==> config.mk <==
export PLATFORM = sky130hd
export DESIGN_NAME = kll_lex_step
export DESIGN_NICKNAME = d
export VERILOG_FILES = /design/src/rtl/core/assert_macros.svh /design/src/rtl/core/kll_pkg.sv /design/src/rtl/core/kll_lex_step.sv
export SDC_FILE = /design/constraint.sdc
export NUM_CORES = 1
export LEC_CHECK = 0
export ABC_AREA = 0
export BUFFER_PORTS_ARGS = -buffer_cell sky130_fd_sc_hd__buf_2
export CAP_MARGIN = 10
export CORE_AREA = 2 2 128 130
export DETAILED_ROUTE_END_ITERATION = 10
export DIE_AREA = 0 0 130 132
export GPL_TIMING_DRIVEN = 0
export PLACE_DENSITY = 0.76
export SLEW_MARGIN = 0
export SYNTH_ARGS = -nofsm -noshare
export SYNTH_HDL_FRONTEND = slang
export SYNTH_SLANG_ARGS = --single-unit
==> constraint.sdc <==
create_clock -name vclk -period 4.85
set_clock_uncertainty 0.15 [all_clocks]
set_input_delay 0.97 -clock vclk [all_inputs]
set_output_delay 0.97 -clock vclk [all_outputs]
set_load 0.005 [all_outputs]
==> src/rtl/core/assert_macros.svh <==
// ----------------------------------------------------------------------------
// Assertion macros
// Shared assertion forms for the keyword lexer. They expect clk_i and rst_ni
// to be in scope where they are used.
// ----------------------------------------------------------------------------
`ifndef ASSERT_MACROS_SVH
`define ASSERT_MACROS_SVH

// The consequent must hold in the same cycle as the antecedent.
`define KLL_ASSERT_IMPLIES(name, ante, cons, msg) \
  name: assert property (@(posedge clk_i) disable iff (!rst_ni) (ante) |-> (cons)) \
    else $error(msg);

// The consequent must hold in the cycle after the antecedent.
`define KLL_ASSERT_NEXT(name, ante, cons, msg) \
  name: assert property (@(posedge clk_i) disable iff (!rst_ni) (ante) |=> (cons)) \
    else $error(msg);

`endif

==> src/rtl/core/kll_pkg.sv <==
`timescale 1ns / 1ps
// ----------------------------------------------------------------------------
// Keyword lexer package
// Token kinds, scan modes, character codes, the token record and the
// keyword trie used by the lexer datapath.
// ----------------------------------------------------------------------------
package kll_pkg;

  localparam int TOK_POS_W = 16;
  localparam int TOK_LEN_W = 16;
  localparam int TOK_VAL_W = 32;

  typedef logic [4:0] kind_t;

  localparam kind_t KIND_END     = 5'd0;
  localparam kind_t KIND_INT     = 5'd1;
  localparam kind_t KIND_BEGIN   = 5'd2;
  localparam kind_t KIND_KW_END  = 5'd3;
  localparam kind_t KIND_IF      = 5'd4;
  localparam kind_t KIND_ELSE    = 5'd5;
  localparam kind_t KIND_THEN    = 5'd6;
  localparam kind_t KIND_WHILE   = 5'd7;
  localparam kind_t KIND_DO      = 5'd8;
  localparam kind_t KIND_NUMBER  = 5'd9;
  localparam kind_t KIND_PLUS    = 5'd10;
  localparam kind_t KIND_STAR    = 5'd11;
  localparam kind_t KIND_LT      = 5'd12;
  localparam kind_t KIND_GT      = 5'd13;
  localparam kind_t KIND_LE      = 5'd14;
  localparam kind_t KIND_GE      = 5'd15;
  localparam kind_t KIND_NE      = 5'd16;
  localparam kind_t KIND_EQEQ    = 5'd17;
  localparam kind_t KIND_COMMA   = 5'd18;
  localparam kind_t KIND_SEMI    = 5'd19;
  localparam kind_t KIND_LPAREN  = 5'd20;
  localparam kind_t KIND_RPAREN  = 5'd21;
  localparam kind_t KIND_ASSIGN  = 5'd22;
  localparam kind_t KIND_IDENT   = 5'd23;
  localparam kind_t KIND_BADWORD = 5'd24;
  localparam kind_t KIND_ILLEGAL = 5'd25;
  localparam kind_t KIND_BANG    = 5'd26;

  localparam logic [2:0] MODE_IDLE   = 3'd0;
  localparam logic [2:0] MODE_WORD   = 3'd1;
  localparam logic [2:0] MODE_NUMBER = 3'd2;
  localparam logic [2:0] MODE_IDENT  = 3'd3;
  localparam logic [2:0] MODE_SYMBOL = 3'd4;

  localparam logic [1:0] SYM_LT   = 2'd0;
  localparam logic [1:0] SYM_GT   = 2'd1;
  localparam logic [1:0] SYM_BANG = 2'd2;
  localparam logic [1:0] SYM_EQ   = 2'd3;

  localparam logic [4:0] NODE_ROOT = 5'd0;
  localparam logic [4:0] NODE_DEAD = 5'd31;

  localparam logic [7:0] CH_TAB    = 8'h09;
  localparam logic [7:0] CH_LF     = 8'h0A;
  localparam logic [7:0] CH_SPACE  = 8'h20;
  localparam logic [7:0] CH_BANG   = 8'h21;
  localparam logic [7:0] CH_HASH   = 8'h23;
  localparam logic [7:0] CH_DOLLAR = 8'h24;
  localparam logic [7:0] CH_LPAREN = 8'h28;
  localparam logic [7:0] CH_RPAREN = 8'h29;
  localparam logic [7:0] CH_STAR   = 8'h2A;
  localparam logic [7:0] CH_PLUS   = 8'h2B;
  localparam logic [7:0] CH_COMMA  = 8'h2C;
  localparam logic [7:0] CH_SEMI   = 8'h3B;
  localparam logic [7:0] CH_LT     = 8'h3C;
  localparam logic [7:0] CH_EQ     = 8'h3D;
  localparam logic [7:0] CH_GT     = 8'h3E;

  typedef struct packed {
    kind_t                kind;
    logic [TOK_POS_W-1:0] start;
    logic [TOK_LEN_W-1:0] length;
    logic [TOK_VAL_W-1:0] value;
    logic                 overflow;
    logic                 last;
  } tok_t;

  // Up to two tokens from one byte: a flushed pending token, then its own.
  typedef struct packed {
    tok_t       t0;
    tok_t       t1;
    logic [1:0] cnt;
  } tok_pair_t;

  typedef struct packed {
    logic [4:0] node;
    kind_t      kind;
  } trie_t;

  function automatic logic letter_ch(input logic [7:0] c);
    return (c >= "a" && c <= "z") || (c >= "A" && c <= "Z");
  endfunction

  function automatic logic digit_ch(input logic [7:0] c);
    return c >= "0" && c <= "9";
  endfunction

  function automatic kind_t single_kind(input logic [1:0] sym);
    case (sym)
      SYM_LT:   return KIND_LT;
      SYM_GT:   return KIND_GT;
      SYM_BANG: return KIND_BANG;
      default:  return KIND_ASSIGN;
    endcase
  endfunction

  function automatic kind_t double_kind(input logic [1:0] sym);
    case (sym)
      SYM_LT:   return KIND_LE;
      SYM_GT:   return KIND_GE;
      SYM_BANG: return KIND_NE;
      default:  return KIND_EQEQ;
    endcase
  endfunction

  // One step through the keyword trie. A nonzero kind means the edge
  // completes that keyword and the walk returns to the root.
  function automatic trie_t trie_step(input logic [4:0] node, input logic [7:0] c);
    trie_t r;
    r.node = NODE_DEAD;
    r.kind = KIND_END;
    case ({node, c})
      {5'd0,  8'("i")}: r.node = 5'd1;
      {5'd1,  8'("n")}: r.node = 5'd2;
      {5'd2,  8'("t")}: begin r.node = NODE_ROOT; r.kind = KIND_INT; end
      {5'd1,  8'("f")}: begin r.node = NODE_ROOT; r.kind = KIND_IF; end
      {5'd0,  8'("b")}: r.node = 5'd3;
      {5'd3,  8'("e")}: r.node = 5'd4;
      {5'd4,  8'("g")}: r.node = 5'd5;
      {5'd5,  8'("i")}: r.node = 5'd6;
      {5'd6,  8'("n")}: begin r.node = NODE_ROOT; r.kind = KIND_BEGIN; end
      {5'd0,  8'("e")}: r.node = 5'd7;
      {5'd7,  8'("n")}: r.node = 5'd8;
      {5'd8,  8'("d")}: begin r.node = NODE_ROOT; r.kind = KIND_KW_END; end
      {5'd7,  8'("l")}: r.node = 5'd9;
      {5'd9,  8'("s")}: r.node = 5'd10;
      {5'd10, 8'("e")}: begin r.node = NODE_ROOT; r.kind = KIND_ELSE; end
      {5'd0,  8'("t")}: r.node = 5'd11;
      {5'd11, 8'("h")}: r.node = 5'd12;
      {5'd12, 8'("e")}: r.node = 5'd13;
      {5'd13, 8'("n")}: begin r.node = NODE_ROOT; r.kind = KIND_THEN; end
      {5'd0,  8'("w")}: r.node = 5'd14;
      {5'd14, 8'("h")}: r.node = 5'd15;
      {5'd15, 8'("i")}: r.node = 5'd16;
      {5'd16, 8'("l")}: r.node = 5'd17;
      {5'd17, 8'("e")}: begin r.node = NODE_ROOT; r.kind = KIND_WHILE; end
      {5'd0,  8'("d")}: r.node = 5'd18;
      {5'd18, 8'("o")}: begin r.node = NODE_ROOT; r.kind = KIND_DO; end
      default:          r.node = NODE_DEAD;
    endcase
    return r;
  endfunction

endpackage

==> src/rtl/core/kll_lex_step.sv <==
`timescale 1ns / 1ps
// ----------------------------------------------------------------------------
// Keyword lexer step logic
// Next scan state and the zero to two tokens caused by one source byte.
// ----------------------------------------------------------------------------
module kll_lex_step
  import kll_pkg::*;
#(
  parameter int PW = 16,
  parameter int NW = 32
) (
  input  logic [7:0]    byte_i,
  input  logic [2:0]    mode_i,
  input  logic [4:0]    node_i,
  input  logic [PW-1:0] pos_i,
  input  logic [PW-1:0] start_i,
  input  logic [PW-1:0] len_i,
  input  logic [NW-1:0] acc_i,
  input  logic          ovf_i,
  input  logic [1:0]    psym_i,
  output logic [2:0]    mode_o,
  output logic [4:0]    node_o,
  output logic [PW-1:0] pos_o,
  output logic [PW-1:0] start_o,
  output logic [PW-1:0] len_o,
  output logic [NW-1:0] acc_o,
  output logic          ovf_o,
  output logic [1:0]    psym_o,
  output tok_pair_t     pair_o
);

  localparam int SW = (PW < TOK_POS_W) ? PW : TOK_POS_W;
  localparam int VW = (NW < TOK_VAL_W) ? NW : TOK_VAL_W;

  function automatic tok_t mk_tok(input kind_t kind, input logic [PW-1:0] start,
                                  input logic [PW-1:0] len, input logic [NW-1:0] val,
                                  input logic ovf);
    tok_t t;
    t.kind     = kind;
    t.start    = TOK_POS_W'(start[SW-1:0]);
    t.length   = ((len >> SW) != '0) ? '1 : TOK_LEN_W'(len[SW-1:0]);
    t.value    = TOK_VAL_W'(val[VW-1:0]);
    t.overflow = ovf;
    t.last     = 1'b0;
    return t;
  endfunction

  trie_t         tr_cur;
  trie_t         tr_root;
  logic [3:0]    dig;
  logic [NW+3:0] prod;
  logic [PW-1:0] len_inc;
  logic          fl_avail;
  logic          fl_v;
  logic          own_v;
  tok_t          fl_tok;
  tok_t          own_tok;
  logic          relex;
  logic          go_idle;

  assign tr_cur  = trie_step(node_i, byte_i);
  assign tr_root = trie_step(NODE_ROOT, byte_i);
  assign dig     = byte_i[3:0];
  assign len_inc = (len_i == '1) ? len_i : len_i + 1'b1;
  // Saturation test: acc * 10 + digit does not fit in NW bits.
  assign prod    = ({4'b0, acc_i} << 3) + ({4'b0, acc_i} << 1) + (NW+4)'(dig);

  // Token for whatever is pending, as ended by a byte that cannot extend it.
  always_comb begin
    fl_avail = 1'b1;
    case (mode_i)
      MODE_WORD:   fl_tok = mk_tok(KIND_BADWORD, start_i, len_i, '0, 1'b0);
      MODE_NUMBER: fl_tok = mk_tok(KIND_NUMBER, start_i, len_i, acc_i, ovf_i);
      MODE_IDENT:  fl_tok = mk_tok(KIND_IDENT, start_i, len_i, '0, 1'b0);
      MODE_SYMBOL: fl_tok = mk_tok(single_kind(psym_i), start_i, PW'(1), '0, 1'b0);
      default: begin
        fl_avail = 1'b0;
        fl_tok   = '0;
      end
    endcase
  end

  always_comb begin
    mode_o  = mode_i;
    node_o  = node_i;
    pos_o   = pos_i + 1'b1;
    start_o = start_i;
    len_o   = len_i;
    acc_o   = acc_i;
    ovf_o   = ovf_i;
    psym_o  = psym_i;
    fl_v    = 1'b0;
    own_v   = 1'b0;
    own_tok = mk_tok(KIND_END, pos_i, PW'(1), '0, 1'b0);
    relex   = 1'b0;
    go_idle = 1'b0;

    if (byte_i == CH_HASH) begin
      // End mark: flush, report the end token, then restart from reset.
      fl_v    = fl_avail;
      own_v   = 1'b1;
      mode_o  = MODE_IDLE;
      node_o  = NODE_ROOT;
      pos_o   = '0;
      start_o = '0;
      len_o   = '0;
      acc_o   = '0;
      ovf_o   = 1'b0;
      psym_o  = SYM_LT;
    end else begin
      case (mode_i)
        MODE_SYMBOL: begin
          if (byte_i == CH_EQ) begin
            own_v   = 1'b1;
            own_tok = mk_tok(double_kind(psym_i), start_i, PW'(2), '0, 1'b0);
            go_idle = 1'b1;
          end else begin
            fl_v  = 1'b1;
            relex = 1'b1;
          end
        end
        MODE_WORD: begin
          if (letter_ch(byte_i)) begin
            if (tr_cur.kind != KIND_END) begin
              own_v   = 1'b1;
              own_tok = mk_tok(tr_cur.kind, start_i, len_inc, '0, 1'b0);
              go_idle = 1'b1;
            end else begin
              node_o = tr_cur.node;
              len_o  = len_inc;
            end
          end else begin
            fl_v  = 1'b1;
            relex = 1'b1;
          end
        end
        MODE_NUMBER: begin
          if (digit_ch(byte_i)) begin
            if (prod[NW+3:NW] != '0) begin
              acc_o = '1;
              ovf_o = 1'b1;
            end else begin
              acc_o = prod[NW-1:0];
            end
            len_o = len_inc;
          end else begin
            fl_v  = 1'b1;
            relex = 1'b1;
          end
        end
        MODE_IDENT: begin
          if (letter_ch(byte_i) || digit_ch(byte_i)) begin
            len_o = len_inc;
          end else begin
            fl_v  = 1'b1;
            relex = 1'b1;
          end
        end
        default: relex = 1'b1;
      endcase

      if (go_idle || relex) begin
        mode_o = MODE_IDLE;
        node_o = NODE_ROOT;
        len_o  = '0;
        acc_o  = '0;
        ovf_o  = 1'b0;
        psym_o = SYM_LT;
      end

      // The byte starts a new token, or is skipped.
      if (relex) begin
        if (byte_i == CH_SPACE || byte_i == CH_LF || byte_i == CH_TAB) begin
          own_v = 1'b0;
        end else if (letter_ch(byte_i)) begin
          start_o = pos_i;
          if (tr_root.kind != KIND_END) begin
            own_v   = 1'b1;
            own_tok = mk_tok(tr_root.kind, pos_i, PW'(1), '0, 1'b0);
          end else begin
            mode_o = MODE_WORD;
            node_o = tr_root.node;
            len_o  = PW'(1);
          end
        end else if (digit_ch(byte_i)) begin
          mode_o  = MODE_NUMBER;
          start_o = pos_i;
          len_o   = PW'(1);
          acc_o   = NW'(dig);
        end else if (byte_i == CH_DOLLAR) begin
          mode_o  = MODE_IDENT;
          start_o = pos_i;
          len_o   = PW'(1);
        end else if (byte_i == CH_LT || byte_i == CH_GT || byte_i == CH_BANG ||
                     byte_i == CH_EQ) begin
          mode_o  = MODE_SYMBOL;
          start_o = pos_i;
          len_o   = PW'(1);
          psym_o  = (byte_i == CH_LT) ? SYM_LT :
                    (byte_i == CH_GT) ? SYM_GT :
                    (byte_i == CH_BANG) ? SYM_BANG : SYM_EQ;
        end else begin
          own_v = 1'b1;
          case (byte_i)
            CH_PLUS:   own_tok = mk_tok(KIND_PLUS, pos_i, PW'(1), '0, 1'b0);
            CH_STAR:   own_tok = mk_tok(KIND_STAR, pos_i, PW'(1), '0, 1'b0);
            CH_COMMA:  own_tok = mk_tok(KIND_COMMA, pos_i, PW'(1), '0, 1'b0);
            CH_SEMI:   own_tok = mk_tok(KIND_SEMI, pos_i, PW'(1), '0, 1'b0);
            CH_LPAREN: own_tok = mk_tok(KIND_LPAREN, pos_i, PW'(1), '0, 1'b0);
            CH_RPAREN: own_tok = mk_tok(KIND_RPAREN, pos_i, PW'(1), '0, 1'b0);
            default:   own_tok = mk_tok(KIND_ILLEGAL, pos_i, PW'(1), '0, 1'b0);
          endcase
        end
      end
    end
  end

  always_comb begin
    pair_o.cnt     = 2'(fl_v) + 2'(own_v);
    pair_o.t0      = fl_v ? fl_tok : own_tok;
    pair_o.t0.last = !(fl_v && own_v);
    pair_o.t1      = own_tok;
    pair_o.t1.last = 1'b1;
  end

endmodule

==> metrics, run 1 <==
status=finished with violations; failing checks=setup timing; main combinational cell family by area after synthesis=simple AND/OR/NAND/NOR gates; post-synth top area cell=ha_1; setup TNS=-10430 ps; critical path required time=3730 ps; DR WL met2=13920 um; worst setup margin=-367.8 ps; Synth Area in XOR/XNOR=6.931%; post-route cell area=0.009440 mm^2; Post-Synth Adder-Cell Area=13.43%; commonest non-fill, non-tap cells in the layout=buf_2, nor2_1, o21ai_0; WS Path Type=in2out; Leakage=0.004582 uW; Worst Tran Pin Value=1042 ps; Max Fclk=191.7 MHz; TritonRoute pass-1 iters=5; Final Slew Violations=0; Layout area overhead=46.48%; core area=0.01571 mm^2; sequential cell area=0 um^2; Hold WC Path Type=in2out; nature of the critical path endpoint=output pin; # DRC=0; WL/cell=18.56 um; Die H=132 um; initial antenna violation count=6; total track usage=29.87%; wirelength, routed=28990 um; FFs & Latches=0; routed length on met3=2303 um; CP max FO=6; starting density of the core=41.02%; Max Cap Viol=0; drt first-iter violations=891; minimum clock period=5218 ps; mux cell area share after synthesis=8.697%; Post-DP Area=0.008322 mm^2; period utilisation layout=107.6%; commonest non-fill, non-tap cell in the layout=buf_2; Clock buffer cells=0; Pwr Total=1089 uW; GPL Wtd Cong=0.9859; fin nets=1510; synthesized netlist cell count=984; total number of vias=9062; Slew headroom=30.55%; synthesized area per cell=6.550 um^2; HPWL after DPL=22480 um; VDD IR max=0.06886 mV; DR top layer=met5; number of synthesis warnings=0; Synth top area share=12.81%; M1 wire length=11400 um; CP arrival=4100 ps; largest cells by area after synthesis=ha_1, nor2_1, o21ai_0; compound-gate portion of the synthesized area=27.99%; final setup vio count=33; number of global-route vias before repair=8108; PortBufs=297; Yosys cell types=79; Cell Pwr Density=115.4 mW/mm^2; overflow left after global routing=0; Antenna Violating Nets Remaining=0; Setup crit start kind=input port; DIE AREA=0.01716 mm^2; ratio of cells with drive above 1 in the final layout=39.67%; largest net degree at the start of global routing=11; die width=130 um; vias per cell=5.802; HP Start=acc_i[2]; Rows=46; RSZ-0062 raised after global routing=yes; global-route wire length before repair=42480 um; CP startpoint=acc_i[11]; # hold bufs at CTS=0; I/O pin count=334; Cell Area, Synth=0.006445 mm^2; post-synthesis simple-gate area fraction=32.62%; final hold violation count=0; post-synthesis sequential area ratio=0%
[synthesized netlist by cell type (all sizes together) (20+ instances only)]
cell	instances
a21o	21
a21oi	59
a31oi	39
and2	49
buf	65
clkbuf	34
ha	66
inv	24
mux2	32
mux2i	20
nand2	73
nand3	35
nor2	125
nor3	26
o21ai	77
xnor2	24
xor2	27
[per-stage QoR]
stage / util, % / instances / hold WS, ps / worst slack (ps)
finish: 60.08 / 1562 / 2091 / -367.8
global route: 60.07 / 1561 / 2101 / -468.2
CTS: 57.33 / 1549 / 2106 / -234.3
detailed placement: 52.96 / 1529 / 2105 / -861.4
global placement: 52.96 / 1529 / 2091 / -894.0
floorplan: - / 1016 / 1821 / 90.39
[worst max-delay path, cell delays in order]
cell and delay (ps):
buf_2 140, ha_1 310, ha_2 410, nand4_1 220
buf_4 220, or2_4 250, o21ai_2 190, a211oi_2 120
mux2i_1 270, o31ai_4 130, a211oi_4 190, buf_6 220
buf_8 170, a31oi_4 110, buf_2 180
[power by group]
group	switching (uW)	internal (uW)	total [uW]	leakage, uW
sequential	0	0	0	0
combinational	618	471	1090	0.00458
clock	0	0.000111	0.000111	0.0000000287
total	618	471	1090	0.00458
[worst paths after layout]
check  cells past startpoint          to
max                       15   acc_o[30]
min                        3  pair_o[77]
[kinds of logic after synthesis]
group | after synthesis
AND/OR/NAND/NOR | 410
AO/OA/AOI/OAI | 278
buffers and inverters | 123
adder cells (fa/ha/maj) | 68
multiplexers | 52
XOR/XNOR | 51
other | 2
[cell type report]
| class | count | area, um^2 |
|---|---|---|
| antenna | 5 | 12.51 |
| buffer | 92 | 566.8 |
| fill | 1491 | 6272 |
| inverter | 24 | 90.09 |
| multi-input combinational | 893 | 6658 |
| tap | 216 | 270.3 |
| timing repair buffer | 332 | 1843 |
[repair_timing]
action | 4_1_cts | 5_1_grt
pin swaps | 36 | 13
gates resized for setup | 86 | 52
setup endpoints to repair | 60 | 64
hold endpoints to repair | 0 | 0
cloned | 2 | 1
buffers inserted | 23 | 8
[per-layer routing]
metal	track usage (%)	up-vias
li1	-	4261
met1	36.40	4179
met2	51.77	522
met3	4.424	98
met4	12.49	2
met5	0	-
(Power assumes the default switching activity.)
==> run 2: changes to the inputs <==
--- a/config.mk
+++ b/config.mk
@@ -13,6 +13,7 @@
 export DIE_AREA = 0 0 130 132
 export GPL_TIMING_DRIVEN = 0
 export PLACE_DENSITY = 0.76
+export SKIP_LAST_GASP = 1
 export SLEW_MARGIN = 0
 export SYNTH_ARGS = -nofsm -noshare
 export SYNTH_HDL_FRONTEND = slang
==> metrics, run 2 (synthesis results as in run 1) <==
Post-DP Area=0.008322 mm^2; Layout area overhead=46.48%; FFs & Latches=0; I/O pin count=334; Antenna Violating Nets Remaining=0; Max Fclk=191.5 MHz; Rows=46; Final Slew Violations=0; Setup crit start kind=input port; overflow left after global routing=0; Clock buffer cells=0; Slew headroom=30.57%; Crit path buffers/inverters=5; wirelength, routed=29000 um; Clk pwr share=0%; HPWL after DPL=22480 um; post-route cell area=0.009440 mm^2; fin nets=1510; failing checks=setup timing; worst setup margin=-370.6 ps; die width=130 um; WL/cell=18.57 um; commonest non-fill, non-tap cell in the layout=buf_2; worst stage delay on the critical path=410 ps; # DRC=0; WS Path Type=in2out; final setup vio count=33; Comb pwr share=100.0%; Hold WC Path Type=in2out; CP cell instances=buf_2 -> ha_1 -> ha_2 -> nand4_1 -> buf_4 -> or2_4 -> o21ai_2 -> a211oi_2 -> mux2i_1 -> o31ai_4 -> a211oi_4 -> buf_6 -> buf_8 -> a31oi_4 -> buf_2; Worst path top cell family by delay=buffers and inverters; CP max FO=6; Cell Pwr Density=115.4 mW/mm^2; commonest non-fill, non-tap cells in the layout=buf_2, nor2_1, o21ai_0; largest net degree at the start of global routing=11; TritonRoute pass-1 iters=6; status=finished with violations; pre-CTS setup slack=-861.4 ps; starting density of the core=41.02%; DIE AREA=0.01716 mm^2; total track usage=29.87%; final hold violation count=0; global-route wire length before repair=42490 um; CP arrival=4100 ps; net switching power=618.3 uW; Worst Tran Pin Value=1041 ps; PortBufs=297; core area=0.01571 mm^2; vias per cell=5.788; sequential cell area=0 um^2; number of global-route vias before repair=8105; GPL Wtd Cong=0.9859; Die H=132 um; VDD IR max=0.06881 mV; minimum clock period=5221 ps; ratio of cells with drive above 1 in the final layout=39.67%; critical path required time=3730 ps; drt first-iter violations=860; FILL cells=1491; RSZ-0062 raised after global routing=yes; initial antenna violation count=6; switching share of power=56.78%; nature of the critical path endpoint=output pin; Leakage=0.004582 uW; Max Cap Viol=0; sequential share of power=0%; most frequent cell on the critical path=buf_2; internal power=470.7 uW; slowest cell on the critical path=ha_2; period utilisation layout=107.6%; total number of vias=9041
-- run 2: layout make-up --
class / count / area, um^2 / area share, %
Multi-Input combinational cell: 893 / 6658 / 70.52
Antenna cell: 5 / 12.51 / 0.1325
Buffer: 92 / 566.8 / 6.004
Tap cell: 216 / 270.3 / 2.863
Timing Repair Buffer: 332 / 1843 / 19.52
Inverter: 24 / 90.09 / 0.9543
-- run 2: power groups by stage --
stage / Clock [uW] / Sequential [uW] / Combinational [uW]
detailed placement: 0 / 0 / 858
global placement: 0 / 0 / 850
global route: 0.000111 / 0 / 1170
CTS: 0 / 0 / 981
finish: 0.000110 / 0 / 1090
floorplan: 0 / 0 / 551
-- run 2: metal layers --
layer  part of all wire, %  routed length [um]  track usage [%]
met1                    39               11350            36.57
met2                    48               13890            51.60
met3                   8.2                2369            4.180
met4                   4.8                1379            12.72
met5                 0.045                  13                0
-- run 2: through the flow --
step           total power, uW  hold slack [ps]  utilization [%]  TNS (ps)  std cells
2_1_floorplan            551.2             1821                -         0       1016
3_3_place_gp             850.4             2091            52.96    -33740       1529
3_5_place_dp             858.4             2105            52.96    -25060       1529
4_1_cts                  981.3             2106            57.31     -6071       1549
5_1_grt                   1167             2101            60.07    -13660       1561
6_report                  1089             2091            60.08    -10650       1562
-- run 2: final timing paths --
path,cells after the start,slack (ps),endpoint,start
setup / recovery,15,-370,acc_o[30],acc_i[11]
hold / removal,3,2090,pair_o[77],acc_i[2]
-- run 2: worst min-delay path: stages --
cell	delay, ps
buf_6	90
and2_1	110
buf_2	100
-- run 2: what timing repair did --
item                                    CTS  global route
endpoints found under the hold margin     0             0
gates cloned                              2             1
hold buffers                              0             0
pin swaps                                36            13
endpoints found under the setup margin   60            68
setup buffers                            23             8
gates resized for setup                  85            53
